===== config.mk =====
export PLATFORM = sky130hd
export DESIGN_NAME = modular_arithmetic_unit
export DESIGN_NICKNAME = d
export VERILOG_FILES = /design/src/rtl/mau_pkg.sv /design/src/rtl/mau_datapath.sv /design/src/rtl/mau_ctrl.sv /design/src/rtl/modular_arithmetic_unit.sv
export VERILOG_INCLUDE_DIRS = /design/src /design/src/rtl
export SDC_FILE = /design/constraint.sdc
export NUM_CORES = 2
export LEC_CHECK = 0
export CORE_MARGIN = 5
export CORE_UTILIZATION = 60
export CTS_BUF_LIST = sky130_fd_sc_hd__clkbuf_16
export CTS_CLUSTER_SIZE = 40
export DETAILED_ROUTE_END_ITERATION = 10
export DONT_BUFFER_PORTS = 1
export GPL_ROUTABILITY_DRIVEN = 0
export PLACE_DENSITY_LB_ADDON = 0.08
export REMOVE_ABC_BUFFERS = 1
export SETUP_SLACK_MARGIN = 0.2
export SYNTH_ARGS = -nofsm -noshare
export SYNTH_HDL_FRONTEND = slang
export SYNTH_SLANG_ARGS = --single-unit

===== constraint.sdc =====
create_clock -name clk_i -period 10.65 [get_ports clk_i]
set_input_delay 1.5975 -clock clk_i [delete_from_list [all_inputs] [get_ports clk_i]]
set_output_delay 1.5975 -clock clk_i [all_outputs]
set_load 0.1 [all_outputs]

===== src/rtl/assert_macros.svh =====
// Assertion macros used by the controller (mau_ctrl)
`ifndef ASSERT_MACROS_SVH
`define ASSERT_MACROS_SVH
`ifndef SYNTHESIS
`define ASSERT_IMPLY(lbl, clk, rstn, ante, cons, msg) \
  lbl: assert property (@(posedge clk) disable iff (!rstn) (ante) |-> (cons)) else $error(msg);
`define ASSERT_NEXT(lbl, clk, rstn, ante, cons, msg) \
  lbl: assert property (@(posedge clk) disable iff (!rstn) (ante) |=> (cons)) else $error(msg);
`else
`define ASSERT_IMPLY(lbl, clk, rstn, ante, cons, msg)
`define ASSERT_NEXT(lbl, clk, rstn, ante, cons, msg)
`endif
`endif


===== src/rtl/mau_pkg.sv =====
// Package with types and constants of the modular arithmetic unit
`timescale 1ns / 1ps
package mau_pkg;

  localparam int unsigned ModW = 31;
  localparam int unsigned ValW = 30;
  localparam int unsigned ExpW = 63;
  localparam int unsigned OpW = 3;
  localparam int unsigned CntW = 5;
  localparam logic [CntW-1:0] LastStep = 5'd30;
  localparam logic [ModW-1:0] ModReset = 31'd998244353;
  localparam logic [ModW-1:0] ModMax = 31'd1073741824;

  localparam logic [OpW-1:0] OP_ADD = 3'd0;
  localparam logic [OpW-1:0] OP_SUB = 3'd1;
  localparam logic [OpW-1:0] OP_MUL = 3'd2;
  localparam logic [OpW-1:0] OP_DIV = 3'd3;
  localparam logic [OpW-1:0] OP_POW = 3'd4;
  localparam logic [OpW-1:0] OP_NEG = 3'd5;

  typedef enum logic [4:0] {
    CMD_IDLE,
    CMD_LOAD,
    CMD_DIV_A,
    CMD_DIV_B,
    CMD_DIV_EU,
    CMD_DIV_STEP,
    CMD_MUL_AB,
    CMD_MUL_QV,
    CMD_MUL_AU,
    CMD_MUL_ACC,
    CMD_MUL_SQ,
    CMD_MUL_STEP,
    CMD_WB_A,
    CMD_WB_B,
    CMD_EU_INIT,
    CMD_EU_UPD,
    CMD_PW_INIT,
    CMD_PW_ACC,
    CMD_PW_SQ,
    CMD_SET_ARITH,
    CMD_SET_MUL,
    CMD_SET_POW,
    CMD_SET_ERR,
    CMD_EMIT
  } cmd_e;

  typedef enum logic [4:0] {
    S_IDLE,
    S_RA,
    S_RA_RUN,
    S_RA_WB,
    S_RB,
    S_RB_RUN,
    S_RB_WB,
    S_DISP,
    S_M,
    S_M_RUN,
    S_SET_MUL,
    S_EU_INIT,
    S_EU_CHK,
    S_EU_D,
    S_EU_DRUN,
    S_EU_M,
    S_EU_MRUN,
    S_EU_UPD,
    S_EU_F,
    S_EU_FRUN,
    S_PW_INIT,
    S_PW_CHK,
    S_PW_A,
    S_PW_ARUN,
    S_PW_AWB,
    S_PW_S,
    S_PW_SRUN,
    S_PW_SWB,
    S_DONE
  } state_e;

  typedef struct packed {
    cmd_e cmd;
  } ctrl_t;

  typedef struct packed {
    logic [OpW-1:0] op;
    logic ea_zero;
    logic er_one;
    logic e_zero;
    logic e_lsb;
  } stat_t;

endpackage


===== src/rtl/mau_datapath.sv =====
// Datapath: operand registers, serial divider and serial modular multiplier
`timescale 1ns / 1ps
module mau_datapath (
  input  logic                        clk_i,
  input  logic [mau_pkg::ModW-1:0]    mod_i,
  input  mau_pkg::ctrl_t              ctrl_i,
  input  logic [mau_pkg::OpW-1:0]     opcode_i,
  input  logic [mau_pkg::ValW-1:0]    operand_a_i,
  input  logic [mau_pkg::ValW-1:0]    operand_b_i,
  input  logic [mau_pkg::ExpW-1:0]    exponent_i,
  output mau_pkg::stat_t              stat_o,
  output logic [mau_pkg::ValW-1:0]    result_o,
  output logic                        error_o
);

  localparam int unsigned MW = mau_pkg::ModW;
  localparam int unsigned VW = mau_pkg::ValW;

  logic [mau_pkg::OpW-1:0]  op_q;
  logic [VW-1:0]            a_q, b_q, u_q, v_q, acc_q, x_q, ea_q, val_q, res_q;
  logic [MW-1:0]            er_q;
  logic [mau_pkg::ExpW-1:0] e_q;
  logic                     err_q, res_err_q;
  logic [MW-1:0]            dn_q, dd_q, dr_q, dq_q;
  logic [MW-1:0]            mx_q;
  logic [VW-1:0]            my_q, macc_q;

  logic [MW:0]   trial;
  logic          tge;
  logic [MW-1:0] dbl, dbl_r, sum, sum_r;
  logic [MW-1:0] ar_sum, ar_sub, ar_neg, nv;
  logic [VW-1:0] ar_val;
  logic [VW-1:0] one_m;

  always_comb begin
    trial = {dr_q, dn_q[MW-1]};
    tge   = trial >= {1'b0, dd_q};
    dbl   = {macc_q, 1'b0};
    dbl_r = (dbl >= mod_i) ? dbl - mod_i : dbl;
    sum   = dbl_r + (mx_q[MW-1] ? {1'b0, my_q} : '0);
    sum_r = (sum >= mod_i) ? sum - mod_i : sum;
    ar_sum = {1'b0, a_q} + {1'b0, b_q};
    if (ar_sum >= mod_i) begin
      ar_sum = ar_sum - mod_i;
    end
    ar_sub = (a_q >= b_q) ? {1'b0, a_q - b_q} : {1'b0, a_q} + mod_i - {1'b0, b_q};
    ar_neg = (a_q == '0) ? '0 : mod_i - {1'b0, a_q};
    case (op_q)
      mau_pkg::OP_ADD: ar_val = ar_sum[VW-1:0];
      mau_pkg::OP_SUB: ar_val = ar_sub[VW-1:0];
      mau_pkg::OP_NEG: ar_val = ar_neg[VW-1:0];
      default:         ar_val = '0;
    endcase
    nv = (u_q >= macc_q) ? {1'b0, u_q - macc_q} : {1'b0, u_q} + mod_i - {1'b0, macc_q};
    one_m = (mod_i == MW'(1)) ? '0 : VW'(1);
  end

  always_ff @(posedge clk_i) begin
    case (ctrl_i.cmd)
      mau_pkg::CMD_LOAD: begin
        op_q <= opcode_i;
        a_q  <= operand_a_i;
        b_q  <= operand_b_i;
        e_q  <= exponent_i;
      end
      mau_pkg::CMD_DIV_A: begin
        dn_q <= {1'b0, a_q};
        dd_q <= mod_i;
        dr_q <= '0;
        dq_q <= '0;
      end
      mau_pkg::CMD_DIV_B: begin
        dn_q <= {1'b0, b_q};
        dd_q <= mod_i;
        dr_q <= '0;
        dq_q <= '0;
      end
      mau_pkg::CMD_DIV_EU: begin
        dn_q <= er_q;
        dd_q <= {1'b0, ea_q};
        dr_q <= '0;
        dq_q <= '0;
      end
      mau_pkg::CMD_DIV_STEP: begin
        dn_q <= {dn_q[MW-2:0], 1'b0};
        dr_q <= tge ? MW'(trial - {1'b0, dd_q}) : trial[MW-1:0];
        dq_q <= {dq_q[MW-2:0], tge};
      end
      mau_pkg::CMD_MUL_AB: begin
        mx_q <= {1'b0, a_q};
        my_q <= b_q;
        macc_q <= '0;
      end
      mau_pkg::CMD_MUL_QV: begin
        mx_q <= dq_q;
        my_q <= v_q;
        macc_q <= '0;
      end
      mau_pkg::CMD_MUL_AU: begin
        mx_q <= {1'b0, a_q};
        my_q <= u_q;
        macc_q <= '0;
      end
      mau_pkg::CMD_MUL_ACC: begin
        mx_q <= {1'b0, acc_q};
        my_q <= x_q;
        macc_q <= '0;
      end
      mau_pkg::CMD_MUL_SQ: begin
        mx_q <= {1'b0, x_q};
        my_q <= x_q;
        macc_q <= '0;
      end
      mau_pkg::CMD_MUL_STEP: begin
        mx_q <= {mx_q[MW-2:0], 1'b0};
        macc_q <= sum_r[VW-1:0];
      end
      mau_pkg::CMD_WB_A: a_q <= dr_q[VW-1:0];
      mau_pkg::CMD_WB_B: b_q <= dr_q[VW-1:0];
      mau_pkg::CMD_EU_INIT: begin
        er_q <= mod_i;
        ea_q <= b_q;
        u_q  <= '0;
        v_q  <= one_m;
      end
      mau_pkg::CMD_EU_UPD: begin
        er_q <= {1'b0, ea_q};
        ea_q <= dr_q[VW-1:0];
        u_q  <= v_q;
        v_q  <= nv[VW-1:0];
      end
      mau_pkg::CMD_PW_INIT: begin
        acc_q <= one_m;
        x_q   <= a_q;
      end
      mau_pkg::CMD_PW_ACC: acc_q <= macc_q;
      mau_pkg::CMD_PW_SQ: begin
        x_q <= macc_q;
        e_q <= {1'b0, e_q[mau_pkg::ExpW-1:1]};
      end
      mau_pkg::CMD_SET_ARITH: begin
        val_q <= ar_val;
        err_q <= 1'b0;
      end
      mau_pkg::CMD_SET_MUL: begin
        val_q <= macc_q;
        err_q <= 1'b0;
      end
      mau_pkg::CMD_SET_POW: begin
        val_q <= acc_q;
        err_q <= 1'b0;
      end
      mau_pkg::CMD_SET_ERR: begin
        val_q <= '0;
        err_q <= 1'b1;
      end
      mau_pkg::CMD_EMIT: begin
        res_q     <= val_q;
        res_err_q <= err_q;
      end
      default: ;
    endcase
  end

  assign stat_o.op      = op_q;
  assign stat_o.ea_zero = (ea_q == '0);
  assign stat_o.er_one  = (er_q == MW'(1));
  assign stat_o.e_zero  = (e_q == '0);
  assign stat_o.e_lsb   = e_q[0];
  assign result_o = res_q;
  assign error_o  = res_err_q;

endmodule


===== src/rtl/mau_ctrl.sv =====
// Controller state machine sequencing the datapath for each item
`timescale 1ns / 1ps
`include "assert_macros.svh"
module mau_ctrl (
  input  logic            clk_i,
  input  logic            rst_ni,
  input  logic            in_valid_i,
  output logic            in_ready_o,
  output logic            out_valid_o,
  input  logic            out_ready_i,
  input  mau_pkg::stat_t  stat_i,
  output mau_pkg::ctrl_t  ctrl_o
);

  mau_pkg::state_e state_q, state_d;
  logic [mau_pkg::CntW-1:0] cnt_q, cnt_d;
  logic out_valid_q, out_valid_d;
  logic emit;
  logic last;

  assign last = (cnt_q == mau_pkg::LastStep);

  always_comb begin
    state_d = state_q;
    case (state_q)
      mau_pkg::S_IDLE:    if (in_valid_i) state_d = mau_pkg::S_RA;
      mau_pkg::S_RA:      state_d = mau_pkg::S_RA_RUN;
      mau_pkg::S_RA_RUN:  if (last) state_d = mau_pkg::S_RA_WB;
      mau_pkg::S_RA_WB:   state_d = mau_pkg::S_RB;
      mau_pkg::S_RB:      state_d = mau_pkg::S_RB_RUN;
      mau_pkg::S_RB_RUN:  if (last) state_d = mau_pkg::S_RB_WB;
      mau_pkg::S_RB_WB:   state_d = mau_pkg::S_DISP;
      mau_pkg::S_DISP: begin
        case (stat_i.op)
          mau_pkg::OP_MUL: state_d = mau_pkg::S_M;
          mau_pkg::OP_DIV: state_d = mau_pkg::S_EU_INIT;
          mau_pkg::OP_POW: state_d = mau_pkg::S_PW_INIT;
          default:         state_d = mau_pkg::S_DONE;
        endcase
      end
      mau_pkg::S_M:       state_d = mau_pkg::S_M_RUN;
      mau_pkg::S_M_RUN:   if (last) state_d = mau_pkg::S_SET_MUL;
      mau_pkg::S_SET_MUL: state_d = mau_pkg::S_DONE;
      mau_pkg::S_EU_INIT: state_d = mau_pkg::S_EU_CHK;
      mau_pkg::S_EU_CHK: begin
        if (!stat_i.ea_zero) begin
          state_d = mau_pkg::S_EU_D;
        end else if (stat_i.er_one) begin
          state_d = mau_pkg::S_EU_F;
        end else begin
          state_d = mau_pkg::S_DONE;
        end
      end
      mau_pkg::S_EU_D:    state_d = mau_pkg::S_EU_DRUN;
      mau_pkg::S_EU_DRUN: if (last) state_d = mau_pkg::S_EU_M;
      mau_pkg::S_EU_M:    state_d = mau_pkg::S_EU_MRUN;
      mau_pkg::S_EU_MRUN: if (last) state_d = mau_pkg::S_EU_UPD;
      mau_pkg::S_EU_UPD:  state_d = mau_pkg::S_EU_CHK;
      mau_pkg::S_EU_F:    state_d = mau_pkg::S_EU_FRUN;
      mau_pkg::S_EU_FRUN: if (last) state_d = mau_pkg::S_SET_MUL;
      mau_pkg::S_PW_INIT: state_d = mau_pkg::S_PW_CHK;
      mau_pkg::S_PW_CHK: begin
        if (stat_i.e_zero) begin
          state_d = mau_pkg::S_DONE;
        end else if (stat_i.e_lsb) begin
          state_d = mau_pkg::S_PW_A;
        end else begin
          state_d = mau_pkg::S_PW_S;
        end
      end
      mau_pkg::S_PW_A:    state_d = mau_pkg::S_PW_ARUN;
      mau_pkg::S_PW_ARUN: if (last) state_d = mau_pkg::S_PW_AWB;
      mau_pkg::S_PW_AWB:  state_d = mau_pkg::S_PW_S;
      mau_pkg::S_PW_S:    state_d = mau_pkg::S_PW_SRUN;
      mau_pkg::S_PW_SRUN: if (last) state_d = mau_pkg::S_PW_SWB;
      mau_pkg::S_PW_SWB:  state_d = mau_pkg::S_PW_CHK;
      mau_pkg::S_DONE:    if (!out_valid_q || out_ready_i) state_d = mau_pkg::S_IDLE;
      default:            state_d = mau_pkg::S_IDLE;
    endcase
  end

  always_comb begin
    ctrl_o.cmd = mau_pkg::CMD_IDLE;
    in_ready_o = 1'b0;
    emit       = 1'b0;
    case (state_q)
      mau_pkg::S_IDLE: begin
        in_ready_o = 1'b1;
        if (in_valid_i) ctrl_o.cmd = mau_pkg::CMD_LOAD;
      end
      mau_pkg::S_RA:      ctrl_o.cmd = mau_pkg::CMD_DIV_A;
      mau_pkg::S_RB:      ctrl_o.cmd = mau_pkg::CMD_DIV_B;
      mau_pkg::S_EU_D:    ctrl_o.cmd = mau_pkg::CMD_DIV_EU;
      mau_pkg::S_RA_RUN,
      mau_pkg::S_RB_RUN,
      mau_pkg::S_EU_DRUN: ctrl_o.cmd = mau_pkg::CMD_DIV_STEP;
      mau_pkg::S_M:       ctrl_o.cmd = mau_pkg::CMD_MUL_AB;
      mau_pkg::S_EU_M:    ctrl_o.cmd = mau_pkg::CMD_MUL_QV;
      mau_pkg::S_EU_F:    ctrl_o.cmd = mau_pkg::CMD_MUL_AU;
      mau_pkg::S_PW_A:    ctrl_o.cmd = mau_pkg::CMD_MUL_ACC;
      mau_pkg::S_PW_S:    ctrl_o.cmd = mau_pkg::CMD_MUL_SQ;
      mau_pkg::S_M_RUN,
      mau_pkg::S_EU_MRUN,
      mau_pkg::S_EU_FRUN,
      mau_pkg::S_PW_ARUN,
      mau_pkg::S_PW_SRUN: ctrl_o.cmd = mau_pkg::CMD_MUL_STEP;
      mau_pkg::S_RA_WB:   ctrl_o.cmd = mau_pkg::CMD_WB_A;
      mau_pkg::S_RB_WB:   ctrl_o.cmd = mau_pkg::CMD_WB_B;
      mau_pkg::S_DISP:    ctrl_o.cmd = mau_pkg::CMD_SET_ARITH;
      mau_pkg::S_SET_MUL: ctrl_o.cmd = mau_pkg::CMD_SET_MUL;
      mau_pkg::S_EU_INIT: ctrl_o.cmd = mau_pkg::CMD_EU_INIT;
      mau_pkg::S_EU_CHK:  ctrl_o.cmd = mau_pkg::CMD_SET_ERR;
      mau_pkg::S_EU_UPD:  ctrl_o.cmd = mau_pkg::CMD_EU_UPD;
      mau_pkg::S_PW_INIT: ctrl_o.cmd = mau_pkg::CMD_PW_INIT;
      mau_pkg::S_PW_CHK:  ctrl_o.cmd = mau_pkg::CMD_SET_POW;
      mau_pkg::S_PW_AWB:  ctrl_o.cmd = mau_pkg::CMD_PW_ACC;
      mau_pkg::S_PW_SWB:  ctrl_o.cmd = mau_pkg::CMD_PW_SQ;
      mau_pkg::S_DONE: begin
        if (!out_valid_q || out_ready_i) begin
          ctrl_o.cmd = mau_pkg::CMD_EMIT;
          emit       = 1'b1;
        end
      end
      default: ;
    endcase
  end

  always_comb begin
    case (state_q)
      mau_pkg::S_RA_RUN, mau_pkg::S_RB_RUN, mau_pkg::S_EU_DRUN, mau_pkg::S_M_RUN,
      mau_pkg::S_EU_MRUN, mau_pkg::S_EU_FRUN, mau_pkg::S_PW_ARUN,
      mau_pkg::S_PW_SRUN: cnt_d = cnt_q + mau_pkg::CntW'(1);
      default:            cnt_d = '0;
    endcase
    out_valid_d = emit ? 1'b1 : (out_ready_i ? 1'b0 : out_valid_q);
  end

  always_ff @(posedge clk_i or negedge rst_ni) begin
    if (!rst_ni) begin
      state_q     <= mau_pkg::S_IDLE;
      cnt_q       <= '0;
      out_valid_q <= 1'b0;
    end else begin
      state_q     <= state_d;
      cnt_q       <= last ? '0 : cnt_d;
      out_valid_q <= out_valid_d;
    end
  end

  assign out_valid_o = out_valid_q;

  `ASSERT_IMPLY(a_cnt_range, clk_i, rst_ni, 1'b1, cnt_q <= mau_pkg::LastStep, "step count overrun")
  `ASSERT_NEXT(a_emit_valid, clk_i, rst_ni, emit, out_valid_q, "emitted item not valid")
  `ASSERT_NEXT(a_accept_busy, clk_i, rst_ni, in_valid_i && in_ready_o, state_q != mau_pkg::S_IDLE, "accepted item not started")
  `ASSERT_IMPLY(a_emit_free, clk_i, rst_ni, emit, !out_valid_q || out_ready_i, "result overwritten")

endmodule


===== src/rtl/modular_arithmetic_unit.sv =====
// Top level of the modular arithmetic unit
`timescale 1ns / 1ps
// Computes one add, subtract, multiply, divide, power or negate modulo the
// configured modulus (reset 998244353) per item, one item at a time on a
// shared 1-bit-per-cycle divider and modular multiplier. Both operands are
// reduced first; add, subtract and negate then finish, multiply takes one
// multiplier pass, divide runs extended Euclid with a divide and a multiply
// per step and a final multiply if an inverse exists, and power squares per
// exponent bit and multiplies per set bit. A result waits in an output register while the
// next item is taken. Divide with no inverse gives 0 with the error flag set.
module modular_arithmetic_unit (
  input  logic         clk_i,
  input  logic         rst_ni,
  input  logic         cfg_valid_i,
  output logic         cfg_ready_o,
  input  logic [30:0]  cfg_data_i,     // modulus
  input  logic         s_axis_tvalid_i,
  output logic         s_axis_tready_o,
  input  logic [127:0] s_axis_tdata_i, // opcode, operand_a, operand_b, exponent, zero pad
  output logic         m_axis_tvalid_o,
  input  logic         m_axis_tready_i,
  output logic [31:0]  m_axis_tdata_o, // result, zero pad
  output logic [0:0]   m_axis_tuser_o  // error
);

  logic [mau_pkg::ModW-1:0] mod_q, mod_eff;
  mau_pkg::ctrl_t ctrl;
  mau_pkg::stat_t stat;
  logic [mau_pkg::ValW-1:0] result;
  logic error;

  assign cfg_ready_o = 1'b1;

  always_ff @(posedge clk_i or negedge rst_ni) begin
    if (!rst_ni) begin
      mod_q <= mau_pkg::ModReset;
    end else if (cfg_valid_i) begin
      mod_q <= cfg_data_i;
    end
  end

  always_comb begin
    if (mod_q < mau_pkg::ModW'(2)) begin
      mod_eff = mau_pkg::ModW'(1);
    end else if (mod_q > mau_pkg::ModMax) begin
      mod_eff = mau_pkg::ModMax;
    end else begin
      mod_eff = mod_q;
    end
  end

  mau_ctrl u_ctrl (
    .clk_i       (clk_i),
    .rst_ni      (rst_ni),
    .in_valid_i  (s_axis_tvalid_i),
    .in_ready_o  (s_axis_tready_o),
    .out_valid_o (m_axis_tvalid_o),
    .out_ready_i (m_axis_tready_i),
    .stat_i      (stat),
    .ctrl_o      (ctrl)
  );

  mau_datapath u_datapath (
    .clk_i       (clk_i),
    .mod_i       (mod_eff),
    .ctrl_i      (ctrl),
    .opcode_i    (s_axis_tdata_i[2:0]),
    .operand_a_i (s_axis_tdata_i[32:3]),
    .operand_b_i (s_axis_tdata_i[62:33]),
    .exponent_i  (s_axis_tdata_i[125:63]),
    .stat_o      (stat),
    .result_o    (result),
    .error_o     (error)
  );

  assign m_axis_tdata_o = {2'b00, result};
  assign m_axis_tuser_o = error;

endmodule

# --- Word-level counts from Yosys, hierarchy flattened ---
# Index checks and enable logic that the tools add are counted.
word_totals:
  reg_bits: 626
  inputBits: 164
  out_inout_bits: 36
  wordCells: 205
classes:
  add_sub_neg: 14
  magnitude_cmp: 8
  eq_ne: 68
  muxes: 55
  n_reduce_logical: 35
op_table:
  columns: ["operator", "count"]
  rows:
  - ["$pmux W30 S2", 8]
  - ["$pmux W31 S2", 4]
  - ["$pmux W30 S4", 2]
  - ["$sub A30 B30 Y30", 7]
  - ["$mux W30", 6]
  - ["$pmux W31 S5", 1]
  - ["$pmux W5 S26", 1]
  - ["$pmux W63 S2", 1]
  - ["$mux W31", 4]
  - ["$pmux W31 S4", 1]
  - ["$pmux W5 S23", 1]
  - ["$eq A5 B5 Y1 const B", 22]
  - ["$ge A31 B31 Y1", 3]
  - ["$pmux W30 S3", 1]
  - ["$eq A5 B4 Y1 const B", 16]
  - ["$mux W5", 14]
  - ["$logic_not A63 Y1", 1]
  - ["$eq A31 B1 Y1 const B", 2]
  - ["$sub A31 B31 Y31", 2]
  - ["$add A30 B30 Y30", 2]
  - ["$ge A30 B30 Y1", 2]
  - ["$logic_not A30 Y1", 2]
  - ["$eq A5 B3 Y1 const B", 8]
  - ["$ge A32 B31 Y1", 1]
  - ["other kinds (28)", 68]

# --- Logic depth before layout (Yosys ltp) ---
depth:
  depth_word: 9
  ltp_mapped: 46
  depth_no_buf: 40

# --- Cells and area by module ---
# A second synthesis with hierarchy kept.
hier_totals:
  cells_unflattened: 4977
  area_unflattened_um2: 47591.9
modules_own_cells:
  columns: ["module", "instances", "cells_per_inst", "area_each_um2", "seq_area_each_um2"]
  rows:
  - ["mau_datapath", 1, 4696, 44904.3, 17536.8]
  - ["modular_arithmetic_unit", 1, 115, 1458.9, 784.5]
  - ["mau_ctrl", 1, 166, 1228.7, 275.3]

# --- Worst setup path after synthesis ---
# Ideal clock, no wire load.
synth_timing:
  kind: "register to register"
  startpoint: "register mod_q[5] (netlist bit)"
  endpoint: "register u_datapath.macc_q[23], data pin"
  setup_time_ns: 0.266
  arrival_ns: 8.996
  t_required_ns: 10.384
  setup_slack_ns: 1.388
  path_stages_with_launch: 40
  n_path_buf: 5
  synth_period_minus_slack_ns: 9.262
  path_cell_list: "dfrtp_1 > nor4_1 > nand2_1 > or4_4 > o21ai_0 > clkbuf_1 > clkbuf_1 > nand2_1 > ha_1 > a21o_1 > a21oi_1 > nand2_1 > o31ai_2 > o21ai_2 > a21o_1 > a2111oi_4 > buf_6 > buf_6 > [4 not listed] > a31oi_1 > o221ai_1 > a21o_1 > o21a_1 > o21ai_0 > nor3_1 > a2111oi_0 > xnor2_1 > ha_1 > nand3_1 > nor2_1 > a31oi_1 > nand2_1 > a31oi_1 > a311oi_1 > clkbuf_1 > mux2i_1 > nor2_1"
synth_via:
  elab_chain_cells: 9
  word_cells_on_any_way: 12
  cone_classes: "3 x add/sub; 4 x order compare; 5 x mux"
synth_lines:
  columns: ["item", "line", "source"]
  rows:
  - ["from (decl)", "modular_arithmetic_unit.sv:26", "logic [mau_pkg::ModW-1:0] mod_q, mod_eff;"]
  - ["from (signal assigned)", "modular_arithmetic_unit.sv:36", "mod_q <= mau_pkg::ModReset;"]
  - ["from (signal assigned)", "modular_arithmetic_unit.sv:38", "mod_q <= cfg_data_i;"]
  - ["$gt A31 B31 Y1", "modular_arithmetic_unit.sv:45", "end else if (mod_q > mau_pkg::ModMax) begin"]
  - ["$mux W31", "modular_arithmetic_unit.sv:45", null]
  - ["$mux W31 *", "modular_arithmetic_unit.sv:43", "if (mod_q < mau_pkg::ModW'(2)) begin"]
  - ["$sub A31 B31 Y31 / $ge A31 B31 Y1 (equally long branches)", "mau_datapath.sv:39", "dbl_r = (dbl >= mod_i) ? dbl - mod_i : dbl;"]
  - ["$mux W31", "mau_datapath.sv:39", null]
  - ["$add A31 B30 Y31", "mau_datapath.sv:40", "sum = dbl_r + (mx_q[MW-1] ? {1'b0, my_q} : '0);"]
  - ["$sub A30 B30 Y30 / $ge A31 B31 Y1 (equally long branches)", "mau_datapath.sv:41", "sum_r = (sum >= mod_i) ? sum - mod_i : sum;"]
  - ["$mux W30 *", "mau_datapath.sv:41", null]
  - ["$pmux W30 S2 *", "mau_datapath.sv:59", "case (ctrl_i.cmd)"]
  - ["to (signal assigned)", "mau_datapath.sv:116", "macc_q <= sum_r[VW-1:0];"]
  - ["to (decl)", "mau_datapath.sv:26", "logic [VW-1:0] my_q, macc_q;"]
# Every way passes the cells marked *; elsewhere a longest branch is shown, timed or not.
# A chain may end at the register's enable or synchronous reset.

# --- Worst setup path after layout ---
layout_timing:
  startpoint: "register mod_q[19] (netlist bit)"
  endpoint: "register u_datapath.macc_q[27], data pin"
# Same word-level chain as after synthesis.

==> summary.md <==
| Metric | Value |
|---|---|
| Area growth, synth to finish | 8.45% |
| Startpoint types | flop |
| PwrDens | 135 nW/um^2 |
| Die H | 290 microns |
| Most frequent cell after synthesis | edfxtp_1 |
| End of the worst register-to-register path | u_datapath.macc_q[27] |
| Hold-fix buffers at CTS | 0 |
| Remaining global-route overflow | 0 |
| TritonRoute pass-1 iters | 7 |
| CTS Buf Count | 72 |
| Worst Hold Path EP | u_datapath.result_o[12] |
| Max-slew violations | 0 |
| Gr usage total | 36.8% |
| Antenna Nets Post-Route | 0 |
| Layout cells sized above 1 | a little under a tenth |
| Slowest CP cell | or4_4 |
| Area of the mapped netlist | approximately 47000 sq um |
| Setup repair after global routing missed its margin | no |
| Worst hold slack | 421 ps |
| Post-DP HPWL | between 100 and 150 mm |
| Core ar. | around 80000 sq um |
| Total negative slack | 0 ps |
| Initial Utilization | 60.7% |
| Hold Path Depth | 0 |
| CTS Buffer Depth | 3 |
| Main synth FF type | edfxtp_1 |
| FFs w/ async S/R, synth | 6.71% |
| Clock Sinks | 626 |
| LEAKAGE | slightly above 20 nW |
| Synthesized flop and latch total | roughly 630 |
| First-pass GRT wire length | 239 mm |
| CTS tree | yes |
| WL final | 161 mm |
| Vias/cell | 6.79 |
| Outcome | completed |
| CP delay by family, top | compound AO/OA/AOI/OAI gates |
| Crit path buf inv count | 2 |
| Final Setup Violations | 0 |
| CP max stage delay | a little under 600 ps |
| Critical path arrival | 10320 ps |
| Worst Hold Class | reg -> reg |
| VDD IR max | 179 uV |
| Worst reg-to-reg path cell count | 37 |
| IO buf count | 0 |
| Initial DRC Count | around 5600 |
| Min Tclk post-route | 9920 ps |
| Yosys cell types | between 80 and 90 |
| Kind of critical path | reg -> reg |
| Num rows | 102 |
| Placed Cells | 5808 |
| Largest net degree at the start of global routing | 122 |
| Vias in the first global route | between 30000 and 40000 |
| Post-synth top cells | edfxtp_1 (584), inv_1 (398), nand2_1 (371) |
| DR vias | roughly 40000 |
| Ys Warns | 0 |
| Slew headroom | 26.0% |
| Mean Syn Cell Area | just under 10 sq um |
| Seq/Total Area, Yosys | 39.4% |
| Reg-to-reg startpoint | mod_q[19] |
| Area fraction of the dominant cell type after synthesis | 37.2% |
| Top cells by area, synth | edfxtp_1 (37%), ha_1 (8.9%), mux2_2 (3.9%) |
| Worst reg2reg setup slack | 730 ps |
| Worst setup path startpoint | mod_q[19] |
| Final period util | 93.1% |
| Hold Vio Cnt, Final | 0 |
| Layout Nets | about 5400 |
| DRC | 0 |
| Worst Hold Launch | u_datapath.val_q[12] |
| MaxCap Viol Count | 0 |
| Clock Skew | slightly below 40 ps |
| Routed wire per std cell | 27.1 microns |
| Clock-pin slew on the worst setup and hold paths | roughly 60 ps |
| Die Area | 84300 sq um |
| Worst skew pair latency | about 650 ps |
| Measured slew at the worst slew-check pin | 1110 ps |
| Initial antenna violation count | 16 |
| Crit. End Element | flop |
| Critical Path Fanout Max | 24 |
| Die width | 290 microns |
| Clock root buffer | clkbuf_16 |
| Req. time, crit path | between 10000 and 15000 ps |
| Most used cell, CP | a21o_1 |
| # IOs | 200 |
| Cells after Synth | 4882 |
| Max Freq | 101 MHz |
| H-tree levels | 3 |
| Cell taking the most area after synthesis | edfxtp_1 |
| EDFF count, synth | 584 |
| Finished Layout Cells | 5952 |
[final cells by class]
cell class                      instances  area, sq um
Antenna cell                           10         25.0
Clock buffer                           74         1850
Clock inverter                         58          652
Fill cell                            6269        26600
Inverter                              399         1500
Multi-Input combinational cell       3641        26400
Sequential cell                       626        18600
Tap cell                             1040         1300
Timing Repair Buffer                  104          821
[what timing repair did]
item                       4_1_cts  5_1_grt
setup endpoints to repair        0       30
resized for setup                0        7
setup buffers                    0        2
[kinds of logic (layout without fill, tap and decap cells)]
group,after synthesis,count (layout),share of synthesized area (%)
adder cells (fa/ha/maj),401,401,11.7
AND/OR/NAND/NOR,1286,1286,13.0
other,2,13,0.0159
buffers and inverters,616,635,5.04
multiplexers,268,268,6.12
flip-flops,626,626,39.4
AO/OA/AOI/OAI,1392,1392,19.3
XOR/XNOR,291,291,5.40
[stage by stage]
| step | setup slack, ps | util, % | total power [mW] | instance area [sq um] |
|---|---|---|---|---|
| global placement | 649 | 62.5 | 4.27 | 48600 |
| detailed placement | 490 | 62.5 | 4.30 | 48600 |
| CTS | 419 | 65.7 | 6.89 | 51100 |
| global route | 215 | 65.8 | 7.19 | 51100 |
| finish | 731 | 65.8 | 6.93 | 51200 |
| floorplan | -4110 | - | 3.94 | 46300 |
[report_power, final]
part / total [mW] / switching (mW) / internal (mW) / leakage (nW)
sequential: 2.69 / 0.0113 / 2.68 / 5.89
clock: 2.63 / 1.12 / 1.51 / 1.26
combinational: 1.61 / 0.934 / 0.678 / 13.4
total: 6.93 / 2.06 / 4.87 / 20.6
[worst reg2reg max path, delay by kind of cell, from the launching register on]
kind / cells / cell delay, ps
compound gates: 22 / 5100
simple gates: 8 / 2060
fa+ha+maj: 3 / 1000
buf+inv: 2 / 520
mux: 1 / 400
flops: 1 / 390
xor+xnor: 1 / 190
[flip-flops by register name, indices dropped and copies added (netlist names), 30 cells and up]
register	cells
u_datapath.ea_q	30
u_datapath.a_q	30
u_datapath.my_q	30
u_datapath.dd_q	31
u_datapath.mx_q	31
u_datapath.dr_q	31
u_datapath.macc_q	30
u_datapath.v_q	30
u_datapath.acc_q	30
u_datapath.e_q	63
u_datapath.dn_q	31
u_datapath.u_q	30
mod_q	31
u_datapath.b_q	30
u_datapath.val_q	30
u_datapath.er_q	31
u_datapath.dq_q	31
u_datapath.x_q	30
u_datapath.result_o	30
[routing by layer]
layer  track usage, %  wire length (microns)
met1             48.8                  61300
met2             55.1                  68600
met3             11.2                  20800
met4             18.5                  10400
met5                0                     64
[how the worst max path moves through the flow]
stage | end | cells past startpoint
3_5_place_dp | u_datapath.macc_q[1] | 37
2_1_floorplan | u_datapath.macc_q[27] | 33
5_1_grt | u_datapath.macc_q[27] | 39
3_3_place_gp | u_datapath.macc_q[27] | 37
4_1_cts | u_datapath.macc_q[3] | 37
6_report | u_datapath.macc_q[27] | 37
[layout by cell type (no fill, tap or decap), types with 87 or more instances in the layout]
cell type  instances
a21o_1           164
a21oi_1          319
and2_1            98
buf_4            100
edfxtp_1         584
ha_1             334
inv_1            410
mux2_2           163
mux2i_1          105
nand2_1          370
nor2_1           353
nor4_1            87
o21ai_0          349
xnor2_1          178
xor2_1           113
(Power assumes the default switching activity.)
